File: src/rtl/sha256_ram.sv
// Generic single-port-write, single-port-read RAM with a registered read.
`timescale 1ns / 1ps
`default_nettype none
module sha256_ram #(
   parameter int unsigned WIDTH = 32,
   parameter int unsigned DEPTH = 16
) (
   input  wire logic                     clock,
   input  wire logic                     wr_en,
   input  wire logic [$clog2(DEPTH)-1:0] wr_addr,
   input  wire logic [WIDTH-1:0]         wr_data,
   input  wire logic [$clog2(DEPTH)-1:0] rd_addr,
   output logic      [WIDTH-1:0]         rd_data
);
   logic [WIDTH-1:0] mem_ff [DEPTH];

   always_ff @(posedge clock) begin
      if (wr_en) begin
         mem_ff[wr_addr] <= wr_data;
      end
      rd_data <= mem_ff[rd_addr];
   end
endmodule
`default_nettype wire
File: config.mk
export PLATFORM = sky130hd
export DESIGN_NAME = sha256_ram
export DESIGN_NICKNAME = d
export VERILOG_FILES = /design/src/rtl/sha256_ram.sv
export SDC_FILE = /design/constraint.sdc
export NUM_CORES = 1
export LEC_CHECK = 0
export BUFFER_PORTS_ARGS = -buffer_cell sky130_fd_sc_hd__buf_2
export CAP_MARGIN = 15
export CORE_UTILIZATION = 53
export CTS_CLUSTER_SIZE = 10
export DETAILED_ROUTE_END_ITERATION = 6
export PLACE_DENSITY = 0.7
export SYNTH_ARGS = -nofsm -noshare
export SYNTH_HDL_FRONTEND = slang
export SYNTH_SLANG_ARGS = --single-unit
File: constraint.sdc
create_clock -name clock -period 7.2 [get_ports clock]
set_clock_uncertainty 0.05 [all_clocks]
set_input_delay 1.44 -clock clock [delete_from_list [all_inputs] [get_ports clock]]
set_output_delay 1.44 -clock clock [all_outputs]
set_load 0.02 [all_outputs]
==> results of run 1 <==
## worst reg2reg max path, cell delays in order (launching register included)
cell and delay [ns]:
sky130_fd_sc_hd__edfxtp_1 0.36, sky130_fd_sc_hd__mux4_2 0.47, sky130_fd_sc_hd__a22oi_1 0.30, sky130_fd_sc_hd__nand2_1 0.08
## cells in the final DEF (no fill, tap or decap), drive strengths merged
master / count
edfxtp: 512
dfxtp: 32
and2: 1
nand3b: 2
buf: 97
mux4: 128
nor3: 4
nand2: 33
clkinvlp: 1
or3b: 1
a22oi: 64
nand3: 1
nand2b: 2
nor2b: 2
nor2: 13
clkbuf: 106
## registers in the layout, indices dropped and copies added (netlist names)
register / cells
rd_data: 32
mem_ff: 512
## worst paths after layout
| check | from | end | slack (ns) | cells past startpoint |
|---|---|---|---|---|
| min | mem_ff[14][27] | rd_data[27] | 0.61 | 3 |
| max | rd_addr[0] | rd_data[24] | 3.98 | 5 |
| min reg2reg | mem_ff[14][27] | rd_data[27] | 0.61 | 3 |
| max reg2reg | mem_ff[8][18] | rd_data[18] | 5.81 | 3 |
## layout make-up
class                           instances  area share [%]
Multi-Input combinational cell        251           16.57
Tap cell                              468           2.588
Clock inverter                          1         0.03318
Clock buffer                          105           7.476
Timing Repair Buffer                   98           2.549
Sequential cell                       544           70.78
## cells by family after synthesis
group / Yosys count
compound gates: 64
simple gates: 59
mux: 128
buf+inv: 43
flops: 544
## metrics by stage
stage | total power, µW | cells | instance area, µm² | hold WS, ns | utilization, %
after detailed placement | 3956 | 1361 | 20930 | 0.6071 | 57.03
final | 6570 | 1467 | 22630 | 0.6110 | 61.66
after global placement | 3947 | 1361 | 20930 | 0.5975 | 57.03
after CTS | 6621 | 1467 | 22630 | 0.6124 | 61.66
after global routing | 6767 | 1467 | 22630 | 0.6393 | 61.66
after floorplan | 3820 | 838 | 19850 | 0.5849 | -
## routing by layer
metal	wire (µm)	global-route usage, %
met5	0	0
met4	851	7.203
met3	3382	4.646
met2	19030	33.60
met1	17250	32.52
## where the power goes
part	switching [µW]	internal, µW	total, µW
Clock	1120	1570	2680
Combinational	198	125	323
Sequential	21.7	3540	3560
==> results.md, run 1 <==
* Post-CTS sizing at 0
* Commonest cells post-synth: 512 x sky130_fd_sc_hd__edfxtp_1, 128 x sky130_fd_sc_hd__mux4_2, 64 x sky130_fd_sc_hd__a22oi_1, 33 x sky130_fd_sc_hd__nand2_1, 32 x sky130_fd_sc_hd__dfxtp_1
* Measured slew at the worst slew-check pin at 1.147 ns
* Overall die area at 38240 µm²
* Most common cell in the netlist: sky130_fd_sc_hd__edfxtp_1
* Number of clock buffers inserted by TritonCTS at 60
* Chain of cells forming the critical path: clkbuf_8, buf_12, mux4_2, a22oi_1, nand2_1
* Count of state elements after synthesis at 544
* Worst Hold Class: register to register
* Proportion of synthesized chip area in sequential cells at 80.67%
* Via count at 9082
* Number of antenna-violating nets in the routed design at 0
* Syn Inst Count at 838
* Final antenna diode count at 0
* Mapped Nets at 880
* VDD IR max at 0.1805 mV
* Insertion delay of the later-clocked pin in the worst-skew pair at 0.59 ns
* Avg Inst Size Synth at 23.69 µm²
* Critical Setup Path Class: primary input to register
* H-Tree Depth at 2
* Fraction of the cycle the final worst path needs at 44.67%
* Max_slew headroom at 23.55%
* CTS tree: done
* Setup violations, final at 0
* Area of the multi-input gates at 3750 µm²
* Overflow left after global routing at 0
* Area fraction of the dominant cell type after synthesis at 77.44%
* Power density over the cells at 290.3 nW/µm²
* Number of inserted filler cells in the final layout at 2452
* Slowest cell delay on critical path at 0.67 ns
* Post-synth EDFFs at 512
* Slowest CP cell: sky130_fd_sc_hd__clkbuf_8
* DRC violations left at 0
* Initial Utilization at 54.10%
* Critical path launch point type: primary input
* Count of routing violations after the opening detailed-route iteration at 916
* Compound-Gate Fraction of Synth Area at 2.420%
* Share of flip-flops with an asynchronous set or reset after synthesis at 0%
* Cell accounting for the most synthesized area: sky130_fd_sc_hd__edfxtp_1
* Number of library cell types mapped by synthesis at 18
* Worst Path Arrival at 3.62 ns
* Core footprint at 36700 µm²
* Via count of the first global-routing pass at 9663
* Number of clock sinks at 544
* Routed wire length per instance at 27.62 µm
* Largest net degree at the start of global routing at 74
* Clock tree buffer depth at 3
* Fraction of the mapped netlist area in adder cells at 0%
* Post-synthesis share of cell area spent on and, or, nand and nor gates at 1.273%
* Area delta synth->final at 13.97%
* Time the worst path needs with I/O delays and setup at 3.216 ns
* Post-synthesis instance area at 19850 µm²
* Maximum net fanout on the critical path at 73
* Count of standard-cell rows at 70
* HPWL Detailed at 20510 µm
* Per-cell via count in the routed design at 6.191
* Share of layout cells above drive strength 1 at 30.93%
* Min setup slack post-route at 3.984 ns
* Antenna violations before repair at 0
* Prevailing post-synth register cell: sky130_fd_sc_hd__edfxtp_1
* Setup TNS at 0 ns
* Fraction of synthesized cell area in xor and xnor cells at 0%
* 1st-pass router iterations at 6
* Combinational family with the most area after synthesis: multiplexers
* Status: finished, final reports clean
* Clock slew seen by the registers of the worst setup and hold paths at 0.05 ns
* Dominant cells by area after synthesis: sky130_fd_sc_hd__edfxtp_1 77%, sky130_fd_sc_hd__mux4_2 15%, sky130_fd_sc_hd__dfxtp_1 3.2%
* Sequential Area at 16020 µm²
* Chip Height at 195.5 µm
* Routed Wire Length at 40510 µm
* CTS hold repair buffers at 0
* # Post-CTS Setup Buffers at 0
* Unrepaired setup endpoints after global routing: false
* Final weighted congestion in routability-driven placement at 0.7215
* Final hold vios at 0
* Cell family with the largest share of critical-path delay: buffers and inverters
* Req. time, crit path at 7.60 ns
* Count of warnings emitted by yosys at 0
* Clk Tree Root Cell: sky130_fd_sc_hd__clkbuf_16
* Fin nets at 997
* Number of top-level pins at 74
* Maximum frequency from static timing analysis at 0.3109 GHz
* Placement Setup Slack at 3.347 ns
* Crit path buffers/inverters at 2
* Final-report max-slew violation count at 0
* Endpoint kind of the worst setup timing path: register
* All-layer global routing usage at 22.12%
* Number of max-capacitance violations reported at 0
* Global-route wire length before repair at 60580 µm
* Leakage power at 0.007266 µW
* Mux share of post-synthesis cell area at 14.52%
* Total of buffers placed on input and output ports at 73
* Die Wd at 195.5 µm
Note: power is estimated with default switching activity, not from simulation.
==> run 2: changes to the inputs <==
==> constraint.sdc (replaced) <==
create_clock -name clock -period 3.28 [get_ports clock]
set_clock_uncertainty 0.05 [all_clocks]
set_input_delay 0.656 -clock clock [delete_from_list [all_inputs] [get_ports clock]]
set_output_delay 0.656 -clock clock [all_outputs]
set_load 0.02 [all_outputs]
==> run 2 against run 1 <==
Via count is 0.17% higher; final cell count is 1.0% higher; highest routed layer is now met5; largest power group unchanged; largest cell class unchanged; design area is 1.3% higher; critical path type unchanged.
==> results.md, run 2 (synthesis gave the netlist of run 1 again) <==
* Number of clock sinks at 544 (unchanged)
* Top reg by flops: mem_ff (unchanged)
* Biggest registers after layout: mem_ff (512), rd_data (32) (unchanged)
* Via count of the first global-routing pass at 9494 (was 9663)
* CTS hold repair buffers at 0 (unchanged)
* Count of routing violations after the opening detailed-route iteration at 797 (was 916)
* Leakage power at 0.007390 µW (was 0.007266 µW)
* Worst Path Arrival at 2.17 ns (was 3.62 ns)
* Total power consumption of the routed design at 14550 µW (was 6570 µW)
* Insertion delay of the later-clocked pin in the worst-skew pair at 0.58 ns (was 0.59 ns)
* HPWL Detailed at 21890 µm (was 20510 µm)
* Chip Height at 195.5 µm (unchanged)
* Global-route wire length before repair at 60940 µm (was 60580 µm)
* Number of top-level pins at 74 (unchanged)
* Slowest CP cell: sky130_fd_sc_hd__or3b_2 (was sky130_fd_sc_hd__clkbuf_8)
* R2r endpoint: rd_data[19] (was rd_data[18])
* Area delta synth->final at 15.49% (was 13.97%)
* Unrepaired setup endpoints after global routing: false (unchanged)
* Worst hold slack at 0.4018 ns (was 0.6110 ns)
* Clock slew seen by the registers of the worst setup and hold paths at 0.06 ns (was 0.05 ns)
* Routed Wire Length at 40530 µm (was 40510 µm)
* H-Tree Depth at 2 (unchanged)
* Final weighted congestion in routability-driven placement at 0.7491 (was 0.7215)
* VDD IR max at 0.4600 mV (was 0.1805 mV)
* Setup violations, final at 0 (unchanged)
* Most common library cell in the layout ignoring fill and taps: sky130_fd_sc_hd__edfxtp_1 (unchanged)
* Final-report max-slew violation count at 0 (unchanged)
* Clock tree buffer depth at 3 (unchanged)
* Antenna violations before repair at 3 (was 0)
* Critical path launch point type: primary input (unchanged)
* Maximum frequency from static timing analysis at 0.5154 GHz
* Number of clock buffers inserted by TritonCTS at 60 (unchanged)
* Endpoint of the most critical setup path: mem_ff[2][1] (was rd_data[24])
* Largest net degree at the start of global routing at 45 (was 74)
* Post-CTS sizing at 0 (unchanged)
* Count of standard-cell rows at 70 (unchanged)
* Number of antenna-violating nets in the routed design at 0 (unchanged)
* Min setup slack post-route at 1.340 ns (was 3.984 ns)
* # Post-CTS Setup Buffers at 0 (unchanged)
* Status: finished, final reports clean (unchanged)
* Total of buffers placed on input and output ports at 73 (unchanged)
* Routed wire length per instance at 27.35 µm (was 27.62 µm)
* DRC violations left at 0 (unchanged)
* Depth of the most critical reg-to-reg path at 3 (unchanged)
* CTS tree: done (unchanged)
* Number of max-capacitance violations reported at 0 (unchanged)
* Overflow left after global routing at 0 (unchanged)
* Maximum net fanout on the critical path at 19 (was 73)
* Endpoint kind of the worst setup timing path: register (unchanged)
* Time the worst path needs with I/O delays and setup at 1.940 ns
* 1st-pass router iterations at 5 (was 6)
* Critical Setup Path Class: primary input to register (unchanged)
* Initial Utilization at 54.10% (unchanged)
* Chain of cells forming the critical path: buf_2, or3b_2, nor2_4, buf_12 (was clkbuf_8, buf_12, mux4_2, a22oi_1, nand2_1)
* Placement Setup Slack at 0.7450 ns (was 3.347 ns)
* Register-to-Register Setup Slack at 1.87 ns (was 5.81 ns)
* Core footprint at 36700 µm² (unchanged)
* Utilization of the core after routing at 62.48% (was 61.66%)
* Via count at 9097 (was 9082)
* All-layer global routing usage at 22.10% (was 22.12%)
* Clk Tree Root Cell: sky130_fd_sc_hd__clkbuf_16 (unchanged)
* Overall die area at 38240 µm² (unchanged)
* Fraction of the cycle the final worst path needs at 59.16%
* Worst Hold Class: primary input to register (was register to register)
* Startpoint of the worst-slack reg-to-reg timing path: mem_ff[3][19] (was mem_ff[8][18])
* Max_slew headroom at 56.77% (was 23.55%)
* Commonest non-fill, non-tap cells in the layout: 512 x sky130_fd_sc_hd__edfxtp_1, 128 x sky130_fd_sc_hd__mux4_2, 71 x sky130_fd_sc_hd__buf_2, 64 x sky130_fd_sc_hd__a22oi_1, 61 x sky130_fd_sc_hd__clkbuf_16 (unchanged)
* Setup TNS at 0 ns (unchanged)
* Measured slew at the worst slew-check pin at 0.6485 ns (was 1.147 ns)
* CP startpoint: wr_addr[2] (was rd_addr[0])
* Fin nets at 1007 (was 997)
* Share of layout cells above drive strength 1 at 31.49% (was 30.93%)
* Req. time, crit path at 3.51 ns (was 7.60 ns)
* Final hold vios at 0 (unchanged)
* Per-cell via count in the routed design at 6.138 (was 6.191)
* Number of flip-flops under the largest register name at 512 (unchanged)
* Power density over the cells at 634.7 nW/µm² (was 290.3 nW/µm²)
* Slowest cell delay on critical path at 0.62 ns (was 0.67 ns)
* Die Wd at 195.5 µm (unchanged)
## run 2: cell count changes in the layout (fill, tap and decap cells not counted), sizes merged
cell,delta
clkbuf,+4
buf,+10
diode,+1
clkinvlp,-1
bufinv,+1
## run 2: worst max-delay path, delay by kind of cell
kind	cells	cell delay (ns)
AND/OR/NAND/NOR	2	1.11
buffers and inverters	2	0.37
## run 2: area by class of cell
cell class	count	area, µm²
antenna	1	2.502
timing repair buffer	108	814.5
sequential	544	16020
clock buffer	109	1707
tap	468	585.6
clock inverter	1	30.03
multi-input combinational	251	3775
fill	2405	13770
## run 2: worst min path at each step
stage	to	cells past startpoint	start
floorplan	rd_data[0]	3	mem_ff[14][0]
global placement	rd_data[6]	3	mem_ff[14][6]
detailed placement	rd_data[6]	3	mem_ff[15][6]
CTS	mem_ff[3][26]	1	wr_data[26]
global route	mem_ff[6][27]	1	wr_data[27]
finish	mem_ff[3][5]	1	wr_data[5]
## run 2: power breakdown
part | leakage [µW] | internal (µW) | switching [µW]
logic | 0.00167 | 293 | 448
clock network | 0.000823 | 3530 | 2460
registers | 0.00489 | 7780 | 47.3
total | 0.00739 | 11600 | 2950
## run 2: per-stage QoR
step / cell area (µm²) / std cells
after floorplan: 19870 / 838
after global placement: 21190 / 1371
after detailed placement: 21190 / 1371
after CTS: 22930 / 1481
after global routing: 22930 / 1481
final: 22930 / 1482
## run 2: routing by layer
| layer | track usage [%] | vias up | wire length, µm |
|---|---|---|---|
| met5 | 0 | - | 13 |
| met4 | 5.249 | 2 | 459 |
| met3 | 4.508 | 45 | 3130 |
| met2 | 35.37 | 368 | 19920 |
| met1 | 31.72 | 4846 | 17010 |
| li1 | - | 3836 | - |
